File: src/rtl/mcse_pkg.sv
// ----------------------------------------------------------------------------
// mcse_pkg
// Types, codes and constants shared by the marginal cost slope estimator.
// ----------------------------------------------------------------------------
package mcse_pkg;

  localparam int NUM_W     = 113;
  localparam int DEN_W     = 96;
  localparam int MUL_A_W   = 64;
  localparam int MUL_B_W   = 32;
  localparam int LIN_STEPS = 48;
  localparam int ADDR_W    = 3;

  localparam logic [63:0] SLOPE_CAP   = 64'h4000_0000_0000_0000;
  localparam logic [40:0] TERM_CAP    = 41'h100_0000_0000;
  localparam logic [31:0] MAX_RESET   = 32'hFFFF_FFFF;
  localparam logic [15:0] RATIO_RESET = 16'd256;
  localparam logic [2:0]  QSTEP_LAST  = 3'd5;

  localparam logic REG_MAX_MARGINAL  = 1'b0;
  localparam logic REG_PENALTY_RATIO = 1'b1;

  typedef enum logic [1:0] {
    TAG_FIN  = 2'd0,
    TAG_PINF = 2'd1,
    TAG_NINF = 2'd2,
    TAG_RSV  = 2'd3
  } tag_t;

  typedef enum logic [1:0] {
    K_FIN   = 2'd0,
    K_PINF  = 2'd1,
    K_NINF  = 2'd2,
    K_UNDEF = 2'd3
  } kind_t;

  typedef enum logic [1:0] {
    MODE_LIN   = 2'd0,
    MODE_AVG   = 2'd1,
    MODE_QUAD  = 2'd2,
    MODE_CONST = 2'd3
  } mode_t;

  typedef enum logic [1:0] {
    LS_PM = 2'd0,
    LS_MI = 2'd1,
    LS_IM = 2'd2,
    LS_PI = 2'd3
  } lsel_t;

  typedef struct packed {
    logic signed [31:0] travel_time;
    logic [1:0]         time_tag;
    logic [31:0]        total_vehicles;
    logic [31:0]        class_vehicles;
    logic               last_in_series;
  } sample_t;

  typedef struct packed {
    logic [31:0] marginal_cost;
    logic        last_of_run;
  } cost_t;

  typedef struct packed {
    logic       load;
    logic       plan;
    logic       commit;
    logic       lin_go;
    logic       lin_fin;
    logic       to_save;
    logic       avg;
    logic       qmul_go;
    logic       qmul_fin;
    logic       qdiv_go;
    logic       qfin;
    logic       term_go;
    logic       marg;
    logic       pen;
    logic       second;
    lsel_t      lin_sel;
    logic [2:0] qstep;
  } cmd_t;

  typedef struct packed {
    logic  lone;
    logic  store;
    logic  last;
    mode_t mode;
    lsel_t sel;
    logic  div_busy;
    logic  mul_busy;
  } status_t;

endpackage

File: src/rtl/mcse_ctrl.sv
// ----------------------------------------------------------------------------
// mcse_ctrl
// Sequencer: steps each sample through slope, term, clamp and penalty.
// ----------------------------------------------------------------------------
module mcse_ctrl (
  input  logic              clk,
  input  logic              rst,
  input  logic              sample_valid,
  output logic              sample_ready,
  output logic              cost_valid,
  input  logic              cost_ready,
  input  mcse_pkg::status_t st,
  output mcse_pkg::cmd_t    cmd
);
  import mcse_pkg::*;

  typedef enum logic [12:0] {
    S_IDLE  = 13'b0000000000001,
    S_PLAN  = 13'b0000000000010,
    S_LIN   = 13'b0000000000100,
    S_LINW  = 13'b0000000001000,
    S_AVG   = 13'b0000000010000,
    S_QMUL  = 13'b0000000100000,
    S_QMULW = 13'b0000001000000,
    S_QDIV  = 13'b0000010000000,
    S_QDIVW = 13'b0000100000000,
    S_TERM  = 13'b0001000000000,
    S_TERMW = 13'b0010000000000,
    S_PEN   = 13'b0100000000000,
    S_OUT   = 13'b1000000000000
  } state_t;

  state_t     state, state_next;
  logic       second, second_next;
  logic       avg_ph, avg_ph_next;
  logic [2:0] qstep, qstep_next;
  logic       avg_first;

  always_ff @(posedge clk) begin
    if (rst) begin
      state  <= S_IDLE;
      second <= 1'b0;
      avg_ph <= 1'b0;
      qstep  <= '0;
    end else begin
      state  <= state_next;
      second <= second_next;
      avg_ph <= avg_ph_next;
      qstep  <= qstep_next;
    end
  end

  assign avg_first = !second && st.mode == MODE_AVG && !avg_ph;

  always_comb begin
    state_next  = state;
    second_next = second;
    avg_ph_next = avg_ph;
    qstep_next  = qstep;
    cmd         = '0;
    cmd.second  = second;
    cmd.qstep   = qstep;
    if (second) begin
      cmd.lin_sel = LS_MI;
    end else if (st.mode == MODE_AVG) begin
      cmd.lin_sel = avg_ph ? LS_MI : LS_PM;
    end else begin
      cmd.lin_sel = st.sel;
    end
    case (state)
      S_IDLE: begin
        if (sample_valid) begin
          cmd.load    = 1'b1;
          avg_ph_next = 1'b0;
          second_next = 1'b0;
          state_next  = S_PLAN;
        end
      end
      S_PLAN: begin
        cmd.plan = 1'b1;
        if (st.lone) begin
          state_next = S_OUT;
        end else if (st.store) begin
          cmd.commit = 1'b1;
          state_next = S_IDLE;
        end else begin
          case (st.mode)
            MODE_LIN:  state_next = S_LIN;
            MODE_AVG:  state_next = S_LIN;
            MODE_QUAD: begin
              qstep_next = '0;
              state_next = S_QMUL;
            end
            default:   state_next = S_TERM;
          endcase
        end
      end
      S_LIN: begin
        cmd.lin_go = 1'b1;
        state_next = S_LINW;
      end
      S_LINW: begin
        if (!st.div_busy) begin
          cmd.lin_fin = 1'b1;
          cmd.to_save = avg_first;
          if (avg_first) begin
            avg_ph_next = 1'b1;
            state_next  = S_LIN;
          end else if (!second && st.mode == MODE_AVG) begin
            state_next = S_AVG;
          end else begin
            state_next = S_TERM;
          end
        end
      end
      S_AVG: begin
        cmd.avg    = 1'b1;
        state_next = S_TERM;
      end
      S_QMUL: begin
        cmd.qmul_go = 1'b1;
        state_next  = S_QMULW;
      end
      S_QMULW: begin
        if (!st.mul_busy) begin
          cmd.qmul_fin = 1'b1;
          if (qstep == QSTEP_LAST) begin
            state_next = S_QDIV;
          end else begin
            qstep_next = qstep + 3'd1;
            state_next = S_QMUL;
          end
        end
      end
      S_QDIV: begin
        cmd.qdiv_go = 1'b1;
        state_next  = S_QDIVW;
      end
      S_QDIVW: begin
        if (!st.div_busy) begin
          cmd.qfin   = 1'b1;
          state_next = S_TERM;
        end
      end
      S_TERM: begin
        cmd.term_go = 1'b1;
        state_next  = S_TERMW;
      end
      S_TERMW: begin
        if (!st.mul_busy) begin
          cmd.marg   = 1'b1;
          state_next = S_PEN;
        end
      end
      S_PEN: begin
        cmd.pen    = 1'b1;
        state_next = S_OUT;
      end
      S_OUT: begin
        if (cost_ready) begin
          if (!st.lone && !second && st.last) begin
            second_next = 1'b1;
            state_next  = S_LIN;
          end else begin
            cmd.commit  = 1'b1;
            second_next = 1'b0;
            state_next  = S_IDLE;
          end
        end
      end
      default: begin
        state_next = S_IDLE;
      end
    endcase
  end

  assign sample_ready = (state == S_IDLE);
  assign cost_valid   = (state == S_OUT);

  a_no_overlap: assert property (@(posedge clk) disable iff (rst)
    !(sample_ready && cost_valid))
    else $error("input taken while a result is pending");

  a_lone_out: assert property (@(posedge clk) disable iff (rst)
    state == S_PLAN && st.lone |=> state == S_OUT)
    else $error("lone period did not go straight to output");

  a_mul_free: assert property (@(posedge clk) disable iff (rst)
    (cmd.qmul_go || cmd.term_go) |-> !st.mul_busy)
    else $error("multiplier restarted while busy");

  a_second_done: assert property (@(posedge clk) disable iff (rst)
    state == S_OUT && cost_ready && second |=> !second && state == S_IDLE)
    else $error("final beat did not close the series");

endmodule

File: config.mk
export PLATFORM = sky130hd
export DESIGN_NAME = mcse_ctrl
export DESIGN_NICKNAME = d
export VERILOG_FILES = /design/src/rtl/mcse_pkg.sv /design/src/rtl/mcse_ctrl.sv
export SDC_FILE = /design/constraint.sdc
export NUM_CORES = 1
export LEC_CHECK = 0
export ABC_AREA = 1
export ABC_CLOCK_PERIOD_IN_PS = 1320
export BUFFER_PORTS_ARGS = -buffer_cell sky130_fd_sc_hd__buf_2
export CAP_MARGIN = 15
export CORE_MARGIN = 1.5
export CORE_UTILIZATION = 48
export CTS_CLUSTER_SIZE = 28
export DETAILED_ROUTE_END_ITERATION = 6
export GPL_TIMING_DRIVEN = 0
export HOLD_SLACK_MARGIN = 0.03
export PLACE_DENSITY = 0.76
export SLEW_MARGIN = 20
export SYNTH_ARGS = -nofsm -noshare
export SYNTH_HDL_FRONTEND = slang
export SYNTH_SLANG_ARGS = --single-unit
File: constraint.sdc
create_clock -name clk -period 1.32 [get_ports clk]
set_input_delay 0.066 -clock clk [delete_from_list [all_inputs] [get_ports clk]]
set_output_delay 0.066 -clock clk [all_outputs]
set_load 0.005 [all_outputs]
## After elaboration in Yosys (flattened, before gate mapping)

Index checks and enable logic that the tools add are counted.

- Output and inout port bits: 22
- Word-level logic and storage cells: 99
- Flip-flop bits (word level): 18
- Bits of input ports: 13

- Mux-type cells: 51
- Reductions and logical operators: 16
- Add/subtract/negate cells: 1
- Equality and inequality tests: 27

Operators by type and width:

| operator | number |
|---|---|
| one-hot mux 13 bit (13 select lines) | 1 |
| 2-to-1 mux 13 bit | 9 |
| 2-to-1 mux 1 bit | 24 |
| one-hot mux 10 bit (2 select lines) | 1 |
| 2-to-1 mux 3 bit | 6 |
| != test 2 bit (second input constant) | 9 |
| equality test 13 x 1 -> 1 bit (second input constant) | 1 |
| equality test 13 x 10 -> 1 bit (second input constant) | 1 |
| equality test 13 x 11 -> 1 bit (second input constant) | 1 |
| equality test 13 x 12 -> 1 bit (second input constant) | 1 |
| equality test 13 bit (second input constant) | 1 |
| equality test 13 x 2 -> 1 bit (second input constant) | 1 |
| equality test 13 x 3 -> 1 bit (second input constant) | 1 |
| equality test 13 x 4 -> 1 bit (second input constant) | 1 |
| equality test 13 x 5 -> 1 bit (second input constant) | 1 |
| equality test 13 x 6 -> 1 bit (second input constant) | 1 |
| equality test 13 x 7 -> 1 bit (second input constant) | 1 |
| equality test 13 x 8 -> 1 bit (second input constant) | 1 |
| equality test 13 x 9 -> 1 bit (second input constant) | 1 |
| AND reduction 6 bit | 2 |
| 2-to-1 mux 10 bit | 1 |
| 2-to-1 mux 2 bit | 4 |
| 2-to-1 mux 8 bit | 1 |
| one-hot mux 1 bit (2 select lines) | 3 |
| other kinds (13) | 21 |

## Depth between registers and ports, before layout

Gate-level depths: netlist of run 1.

- Word-level depth: 6
- Depth in mapped cells: 13
- Depth with buffers taken out: 13

## Worst setup path after synthesis of run 1

Ideal clock, no wire load.

- Path type: reg-to-reg
- From: register state[0]
- To: register state[3]
- Path buffers: 0
- Setup slack: -0.047 ns
- Setup time: 0.113 ns
- Data required time: 1.207 ns
- Cell stages (with the launch flop): 9
- Arrival time: 1.254 ns
- Period minus slack after synthesis: 1.367 ns
- Cell sequence: dfxtp_1 nor2_4 nand2_8 nor2_8 nand3_4 a21oi_2 nor2_4 o21ai_1 nor2_1

- Cells in the longest elaborated chain, start to end: 3
- Elaborated cells between the ends (all ways): 21
- Classes of those cells: 19 x eq/ne; 1 x mux; 1 x reduce/logical

RTL lines:

| item | RTL line | text |
|---|---|---|
| start, declared | mcse_ctrl.sv:33 | `state_t state, state_next;` |
| start signal, assigned | mcse_ctrl.sv:46 | `state <= state_next;` |
| equality test 13 x 4 -> 1 bit, or another cell as far along | mcse_ctrl.sv:70 | `case (state)` |
| != test 2 bit (no line) or != test 2 x 1 -> 1 bit (tied branches) | - |  |
| AND reduction 6 bit (no line) | - |  |

Several ways; a longest one is shown, not always the timed one.
A chain may end at the register's enable or synchronous reset.

## Worst setup path in the final report of run 1

- From: register state[3]
- To: register state[9]

Same word-level chain as after synthesis.

==> results of run 1 <==
## path summary, 6_finish.rpt
check,cells after the start,endpoint,startpoint
hold / removal,3,state[6],st[0]
hold reg to reg,2,state[4],avg_ph
setup reg to reg,12,state[9],state[3]
setup / recovery,12,state[9],state[3]
## area by class of cell
cell class	instances	area [um2]
multi-input cells	155	1070
flip-flops and latches	18	379
repair buffers	56	402
inverters	45	191
well taps	31	38.8
plain buffers	2	11.3
clock buffers	4	36.3
fillers	216	672
## registers in the layout, indices dropped and copies added, names as in the netlist
register  cells
avg_ph        1
qstep         3
second        1
state        13
## synth_stat cells
library cell,instances,area share (%)
nor2_4,6,4.7
a21oi_1,6,2.1
nand2_8,1,1.4
dfxtp_1,18,25
inv_2,1,0.26
nand3b_2,1,0.78
a211oi_1,1,0.52
o31ai_1,1,0.52
nand2_1,36,9.3
nand3_2,3,2.1
nor3b_1,1,0.52
inv_1,43,11
buf_4,1,0.52
nand2_2,6,2.6
o21ai_4,1,1.1
a21oi_2,1,0.60
nor3_1,2,0.69
o21ai_0,6,2.1
inv_4,1,0.43
clkbuf_1,1,0.26
ha_1,2,1.7
nand3_4,1,1.2
nor4_1,1,0.43
nand3_1,16,5.5
nor2_2,3,1.3
nand2_4,6,4.7
nand3b_1,1,0.52
nand4_1,4,1.7
o21ai_2,2,1.2
nor2_8,1,1.4
o21ai_1,2,0.69
xnor2_1,1,0.60
nor3_2,3,2.1
o211ai_1,1,0.52
nor2_1,39,10
## power by group through the flow
stage / sequential (mW) / clock, mW / combinational, mW
finish: 0.686 / 0.379 / 1.51
floorplan: 0.673 / 0 / 0.808
CTS: 0.681 / 0.365 / 1.36
detailed placement: 0.686 / 0 / 1.04
global route: 0.693 / 0.402 / 1.63
global placement: 0.684 / 0 / 1.03
## logic make-up after synthesis
group                      count (synthesis)  share of synthesized area (%)
AOI/OAI and AO/OA                         21                           9.32
xor gates and xnor gates                   1                          0.604
adders and majority gates                  2                           1.73
DFF                                       18                           24.8
and+or+nand+nor                          131                           50.9
buffers and inverters                     47                           12.6
## layout by cell type, fill, tap and decap left out, types with 2 or more instances in the layout
| cell | synthesis | routed |
|---|---|---|
| nor2_1 | 39 | 25 |
| nand2_1 | 36 | 27 |
| dfxtp_1 | 18 | 7 |
| o21ai_1 | 2 | 2 |
| buf_4 | 1 | 14 |
| clkbuf_4 | 0 | 3 |
| inv_2 | 1 | 6 |
| dfxtp_4 | 0 | 2 |
| nand2_4 | 6 | 8 |
| o21ai_2 | 2 | 2 |
| a21oi_2 | 1 | 3 |
| o21ai_4 | 1 | 2 |
| o21ai_0 | 6 | 5 |
| nand2_2 | 6 | 13 |
| nor2_2 | 3 | 11 |
| buf_2 | 0 | 30 |
| nor3_1 | 2 | 2 |
| buf_6 | 0 | 11 |
| dfxtp_2 | 0 | 9 |
| nor3_2 | 3 | 3 |
| ha_1 | 2 | 2 |
| a21oi_1 | 6 | 3 |
| nand4_1 | 4 | 4 |
| nand3_2 | 3 | 5 |
| inv_1 | 43 | 35 |
| nor2_4 | 6 | 12 |
| nand3_4 | 1 | 3 |
| nand3_1 | 16 | 12 |
| inv_4 | 1 | 2 |
## per-stage QoR
step           setup TNS (ns)  cells
6_report                -7.85    311
5_1_grt                -10.50    311
4_1_cts                 -6.82    304
3_5_place_dp            -2.19    285
3_3_place_gp            -2.04    285
2_1_floorplan         -0.0352    220
## routing by layer
metal	up-vias	GRT usage, %
met2	33	42.9
met1	697	29.1
met4	0	7.64
li1	811	-
met3	7	3.35
met5	-	0
## worst register-to-register path, stage by stage (launching register included)
cell     delay [ns]
dfxtp_4        0.38
nor2_4         0.19
nand2_8        0.09
buf_12         0.15
nor2_4         0.10
nand2_4        0.11
nand2_4        0.09
inv_1          0.06
nand2_2        0.07
nor2_2         0.05
nand2_4        0.09
nand3_1        0.09
nor2_1         0.11
## timing repair
| item | CTS | global route |
|---|---|---|
| hold buffers | 1 | 0 |
| endpoints found under the setup margin | 32 | 34 |
| hold endpoints to repair | 3 | 0 |
| resized for setup | 40 | 34 |
| pin swaps | 16 | 19 |
| buffers inserted | 14 | 7 |
==> impl_metrics.ini, run 1 <==
[setup_path]
worstSetupEndpointType = flop
crit_path_start_kind = flop
path_cells = nor2_4 > nand2_8 > buf_12 > nor2_4 > nand2_4 > nand2_4 > inv_1 > nand2_2 > nor2_2 > nand2_4 > nand3_1 > nor2_1
crit_family = simple AND/OR/NAND/NOR gates
worst_ep_required_time_ns = 1.58
worst_ep_arrival_time_ns = 1.91
cp_slowest_cell = dfxtp_4
crit_buf_inv = 2
r2r_setup_slack_ns = -0.33
max_stage_delay_ns = 0.38
cpMostUsedCell = nand2_4
worst-path-max-fanout = 7
critical_path_class = flop to flop

[placed_design]
place_ws_ns = -0.237
gp_congestion = 0.848
dp_hpwl_mm = 2.67
place_area_um2 = 1680
port_buffers = 34

[pwr]
power_density_nw_per_um2 = 1210
clkPwrFrac_pct = 14.7
p_int_mw = 1.42
power.switching_mw = 1.16
p_leak_nw = 1.10
p_sw_share_pct = 45.0
power_mw = 2.58
combPwrFrac_pct = 58.6
seq_power_share_pct = 26.6
ir_drop_uv = 956

[cells_and_area]
area_delta_synth_final_pct = 47.1
fin_util_pct = 76.0
nets = 296
layout-drive-gt1-share_pct = 52.9
diodes = 0
fin_area_um2 = 2130

[synthesis]
postSynthCellCount = 220
ys_warn_count = 0
syn_nets = 235
synth_seq_cells = 18
ys_seq_area_share_pct = 24.8
synth_area_um2 = 1450
avgSynthCellArea_um2 = 6.59
ys_types = 35

[min_path]
hp-class = input pin to flop

[sta]
finalMaxSlewViolations = 0
worst_pin_slew_ns = 0.613
post-route-min-period_ns = 1.65
slew_headroom_pct = 59.2
fin_skew_ns = 0.00102
clock.fmax_ghz = 0.606
final-hold-violation-count = 0
post-route-period-util_pct = 125
timing.hold.ws_ns = 0.0442
rsz0062_at_grt = true
setup_slack_ns = -0.331
setup_viol = 33

[routing]
ant_nets = 0
drcViolationCount = 0
routedWlPerCell_um = 13.0
met2WireLength_mm = 2.11
wirelength_mm = 4.06
vias = 1548
viasPerCell = 4.98
top_layer = met4
firstDrtPassIters = 6
dr.first_iter.drc_count = 69
wl_met3_um = 120
wl_met1_mm = 1.77

[global_routing]
gr-usage-all-layers_pct = 23.8
grt.overflow.total = 0
grt_first_pass_wirelength_mm = 6.20
grt_pass1_vias = 1407
antenna_found_initial = 0
grt_max_degree = 11

[floorplanning]
die_w_um = 58.0
die-area_um2 = 3360
die_h_um = 58.0
pin_count = 35
core_area_um2 = 2810
row_count = 19
initial_utilization_pct = 51.7

[run_status]
status = complete, but fails checks
violations = negative setup slack

[clock_tree]
cts_buffers = 3
worst_skew_pair.late_latency_ns = 0.32
path_clk_slew_ns = 0.12
cts_buffer_depth = 2
htree_levels = 1
root_buffer = clkbuf_4
cts_tree = built
cts_sinks = 18

[job]
cap_violations = 0
No activity file was read; power rests on OpenSTA's default activity.
==> inputs of run 2 (changes only) <==
==> constraint.sdc (replaced) <==
create_clock -name clk -period 1.32 [get_ports clk]
set_input_delay 0.066 -clock clk [delete_from_list [all_inputs] [get_ports clk]]
set_output_delay 0.066 -clock clk [all_outputs]
set_load 0.05 [all_outputs]
==> run 2 against run 1 <==
The run still ends with negative setup slack left. Die area unchanged. Final cell count rose by 1.9%. Fmax fell by 7.6%. Utilization grew 11 points. Clock skew up 0.0030 ns. Sequential power hardly changed. Critical endpoint is now cmd[17]. Largest cell class unchanged. Highest routed layer unchanged.
==> impl_metrics.ini, run 2 (synthesis gave the netlist of run 1 again) <==
[floorplanning]
core_area_um2 = 2810
row_count = 19
initial_utilization_pct = 51.7
die-area_um2 = 3360
pin_count = 35
die_w_um = 58.0
die_h_um = 58.0

[global_routing]
antenna_found_initial = 0
grt.overflow.total = 0
grt_max_degree = 11
grt_pass1_vias = 1474
grt_first_pass_wirelength_mm = 6.53
gr-usage-all-layers_pct = 25.0

[setup_path]
cpMostUsedCell = nor2_4
max_stage_delay_ns = 0.38
crit_family = simple AND/OR/NAND/NOR gates
worst_ep_arrival_time_ns = 1.72
worst-path-max-fanout = 6
critical_path_class = flop to output port
worstSetupEndpointType = output port
crit_buf_inv = 1
worst_ep_required_time_ns = 1.25
cp_slowest_cell = dfxtp_2
path_cells = nor2_4 > nand2_4 > nor2_4 > nand2_4 > nor2_4 > nand2_2 > o21ai_4 > buf_8
crit_path_start_kind = flop

[cells_and_area]
fillCellCount = 145
largest_reg_flops = 13
top_regs = state (13), qstep (3)
area_delta_synth_final_pct = 67.9
instances_no_fill = 317
nets = 302
layout_common_cells = 34 x inv_1, 25 x buf_4, 23 x nand2_1
layout-drive-gt1-share_pct = 59.1
top_register = state
diodes = 0
layout_commonest_cell = inv_1

[clock_tree]
cts_buffers = 3
cts_tree = built
cts_buffer_depth = 2
root_buffer = clkbuf_4
htree_levels = 1
cts_sinks = 18
path_clk_slew_ns = 0.12
worst_skew_pair.late_latency_ns = 0.31

[sta]
final-hold-violation-count = 0
slew_headroom_pct = 55.0
setup_slack_ns = -0.467
timing.hold.ws_ns = 0.105
finalMaxSlewViolations = 0
fin_skew_ns = 0.00400
post-route-period-util_pct = 135
rsz0062_at_grt = true
post-route-min-period_ns = 1.79
setup_viol = 34
clock.fmax_ghz = 0.560
worst_pin_slew_ns = 0.675

[routing]
top_layer = met4
ant_nets = 0
wl_met3_um = 302
wirelength_mm = 5.18
drcViolationCount = 0
firstDrtPassIters = 4
dr.first_iter.drc_count = 105
vias = 1747
wl_met1_mm = 2.15
routedWlPerCell_um = 16.3
viasPerCell = 5.51
met2WireLength_mm = 2.55

[pwr]
ir_drop_uv = 1430
p_leak_nw = 1.17
power_density_nw_per_um2 = 1280

[placed_design]
place_ws_ns = -0.260
gp_congestion = 0.874
dp_hpwl_mm = 2.74
port_buffers = 34
dp.cells = 285

[run_status]
violations = negative setup slack
status = complete, but fails checks

[job]
cap_violations = 0

[min_path]
hp-class = input pin to flop
[run 2: cell type report]
type | count | area [um2] | share of cell area [%]
Tap cell | 31 | 38.8 | 1.59
Inverter | 45 | 199 | 8.17
Buffer | 2 | 11.3 | 0.462
Clock buffer | 4 | 36.3 | 1.49
Multi-Input combinational cell | 155 | 1210 | 49.6
Sequential cell | 18 | 397 | 16.3
Timing Repair Buffer | 62 | 546 | 22.4
[run 2: report_power, final]
group	switching (mW)	internal [mW]
combinational	1.28	0.762
sequential	0.0737	0.615
clock	0.206	0.168
[run 2: metrics by stage]
stage | utilization, % | power, mW | TNS [ns] | instance area (um2)
after CTS | 76.4 | 2.72 | -8.93 | 2140
after global placement | 63.3 | 2.07 | -2.91 | 1780
after floorplan | - | 1.82 | -0.910 | 1570
after detailed placement | 63.3 | 2.08 | -3.19 | 1780
final | 86.8 | 3.11 | -11.32 | 2430
after global routing | 86.8 | 3.25 | -13.08 | 2430
[run 2: repair_timing]
| action | CTS | global route |
|---|---|---|
| endpoints found under the setup margin | 33 | 36 |
| hold buffers | 1 | 0 |
| hold endpoints to repair | 3 | 0 |
| pin swaps | 13 | 29 |
| setup buffers | 13 | 15 |
| resized for setup | 63 | 50 |
[run 2: metal layers]
layer | up-vias | global-route usage (%)
met5 | - | 0
met4 | 0 | 6.31
met3 | 20 | 4.46
met2 | 77 | 43.3
met1 | 826 | 32.0
li1 | 824 | -
[run 2: worst min-delay path: cells and delay by family]
family	cells	cell delay, ns
buffers and inverters	1	0.18
AND/OR/NAND/NOR	1	0.10
AO/OA/AOI/OAI	1	0.04
[run 2: final timing paths]
path / from / to / slack, ns / cells past startpoint
worst min register to register: state[8] / state[8] / 0.50 / 2
worst min-delay path: st[0] / state[6] / 0.11 / 3
worst max register to register: state[5] / state[3] / -0.46 / 11
worst max-delay path: state[5] / cmd[17] / -0.47 / 8
==> inputs of run 3 (changes only) <==
--- a/config.mk
+++ b/config.mk
@@ -6,16 +6,16 @@
 export NUM_CORES = 1
 export LEC_CHECK = 0
 export ABC_AREA = 1
-export ABC_CLOCK_PERIOD_IN_PS = 1320
+export ABC_CLOCK_PERIOD_IN_PS = 1750
 export BUFFER_PORTS_ARGS = -buffer_cell sky130_fd_sc_hd__buf_2
 export CAP_MARGIN = 15
 export CORE_MARGIN = 1.5
-export CORE_UTILIZATION = 48
+export CORE_UTILIZATION = 53
 export CTS_CLUSTER_SIZE = 28
 export DETAILED_ROUTE_END_ITERATION = 6
 export GPL_TIMING_DRIVEN = 0
 export HOLD_SLACK_MARGIN = 0.03
-export PLACE_DENSITY = 0.76
+export PLACE_DENSITY = 0.79
 export SLEW_MARGIN = 20
 export SYNTH_ARGS = -nofsm -noshare
 export SYNTH_HDL_FRONTEND = slang
==> constraint.sdc (replaced) <==
create_clock -name clk -period 1.75 [get_ports clk]
set_input_delay 0.0875 -clock clk [delete_from_list [all_inputs] [get_ports clk]]
set_output_delay 0.0875 -clock clk [all_outputs]
set_load 0.05 [all_outputs]
==> run 3 against run 2 <==
The run still ends with negative setup slack left. Sequential share of layout area increased by 2.7 points. First-iteration DRC count decreased by 57%. Global-route usage decreased by 1.5 points. Worst hold slack got worse by 0.032 ns. Clock-buffer cell count unchanged. Non-clock buffer count decreased by 16. Clock power decreased by 25%. Design area decreased by 19%.
==> impl_metrics.ini, run 3 (synthesis gave the netlist of run 1 again) <==
[run_status]
status = complete, but fails checks
violations = negative setup slack

[routing]
vias = 1503
routedWlPerCell_um = 12.1
drcViolationCount = 0
dr.first_iter.drc_count = 45
ant_nets = 0
firstDrtPassIters = 4
viasPerCell = 5.01
wirelength_mm = 3.64

[sta]
post-route-min-period_ns = 1.78
finalMaxSlewViolations = 0
clock.fmax_ghz = 0.562
setup_slack_ns = -0.0282
post-route-period-util_pct = 102
setup_viol = 1
rsz0062_at_grt = true
fin_skew_ns = 0.00452
slew_headroom_pct = 64.3
final-hold-violation-count = 0
worst_pin_slew_ns = 0.536

[floorplanning]
initial_utilization_pct = 57.5
row_count = 18
die_w_um = 55.3
core_area_um2 = 2520
pin_count = 35
die-area_um2 = 3060
die_h_um = 55.3

[cells_and_area]
layout_commonest_cell = inv_1
area_delta_synth_final_pct = 35.5
diodes = 0
top_register = state
largest_reg_flops = 13
top_regs = state (13), qstep (3)
layout-drive-gt1-share_pct = 41.9
nets = 286
layout_common_cells = 39 x inv_1, 33 x nand2_1, 32 x nor2_1
fillCellCount = 199
fin_util_pct = 77.9

[placed_design]
port_buffers = 34
gp_congestion = 0.812
place_ws_ns = 0.122
dp_hpwl_mm = 2.61

[setup_path]
max_stage_delay_ns = 0.38
worst-path-max-fanout = 6
r2r_start = state[12]
cp_slowest_cell = dfxtp_4
worstSetupEndpointType = output port
crit_path_start_kind = flop
cpMostUsedCell = nand2_4
path_cells = nor2_4 > nand2_8 > nor2_8 > nand2_4 > clkinvlp_4 > nand2_4 > o21ai_4 > buf_8
worst_ep_required_time_ns = 1.66
critical_path_class = flop to output port
crit_path_start = state[0]
worst_ep_arrival_time_ns = 1.69

[clock_tree]
worst_skew_pair.late_latency_ns = 0.32
path_clk_slew_ns = 0.11
cts_sinks = 18
cts_tree = built
htree_levels = 1
cts_buffer_depth = 2
root_buffer = clkbuf_4
cts_buffers = 3

[global_routing]
grt_pass1_vias = 1316
grt_max_degree = 11
antenna_found_initial = 0
grt_first_pass_wirelength_mm = 5.82
gr-usage-all-layers_pct = 23.5
grt.overflow.total = 0

[pwr]
seq_power_share_pct = 26.8
power.switching_mw = 0.974
power_density_nw_per_um2 = 975
p_leak_nw = 1.04
ir_drop_uv = 1490
p_int_mw = 0.942
combPwrFrac_pct = 58.5
p_sw_share_pct = 50.8
clkPwrFrac_pct = 14.7

[min_path]
min_from = st[0]
hp-class = input pin to flop

[job]
cap_violations = 0
==> run 3: metrics by stage <==
| stage | power [mW] | hold WS, ns | area, um2 | instances | setup TNS [ns] |
|---|---|---|---|---|---|
| after floorplan | 1.32 | 0.157 | 1480 | 220 | 0 |
| after global placement | 1.50 | 0.345 | 1690 | 284 | 0 |
| after detailed placement | 1.51 | 0.349 | 1690 | 284 | 0 |
| after CTS | 1.84 | 0.0781 | 1830 | 292 | -0.0127 |
| after global routing | 2.02 | 0.107 | 1970 | 300 | -0.366 |
| final | 1.92 | 0.0736 | 1970 | 300 | -0.0282 |
==> run 3: worst max-delay path: cells and delay by family, from the launching register on <==
family	cells	cell delay [ns]
flops	1	0.38
simple gates	5	0.58
compound gates	1	0.15
buf+inv	2	0.25
==> run 3: routing by layer <==
metal  track usage (%)  vias to the layer above  part of all wire [%]
met5                 0                        -                     0
met4              7.32                        0                   1.8
met3              3.75                        6                   4.4
met2              39.5                       37                    47
met1              30.9                      675                    47
li1                  -                      785                     -
==> run 3: power groups by stage <==
| stage | logic [mW] | clock network (mW) | registers [mW] |
|---|---|---|---|
| after detailed placement | 0.999 | 0 | 0.509 |
| after CTS | 1.05 | 0.277 | 0.508 |
| after global routing | 1.21 | 0.294 | 0.520 |
| final | 1.12 | 0.281 | 0.514 |
| after floorplan | 0.811 | 0 | 0.508 |
| after global placement | 0.990 | 0 | 0.508 |
==> run 3: worst paths after layout <==
check	to	slack [ns]	cells after the start
hold / removal	state[6]	0.07	3
setup reg to reg	state[9]	0.10	11
hold reg to reg	avg_ph	0.50	2
setup / recovery	cmd[17]	-0.03	8
==> run 3: layout make-up <==
type                            count  area, um2  area share (%)
Buffer                              2       11.3           0.573
Clock buffer                        4       36.3            1.85
Inverter                           45        178            9.04
Multi-Input combinational cell    155        998            50.8
Sequential cell                    18        373            19.0
Tap cell                           30       37.5            1.91
Timing Repair Buffer               46        332            16.9
==> run 3: what timing repair did <==
| item | CTS | global route |
|---|---|---|
| pin swaps | 4 | 9 |
| hold buffers | 1 | 0 |
| hold endpoints to repair | 3 | 0 |
| gates resized for setup | 22 | 30 |
| setup buffers | 3 | 8 |
| endpoints found under the setup margin | 4 | 13 |
| cloned | 0 | 0 |
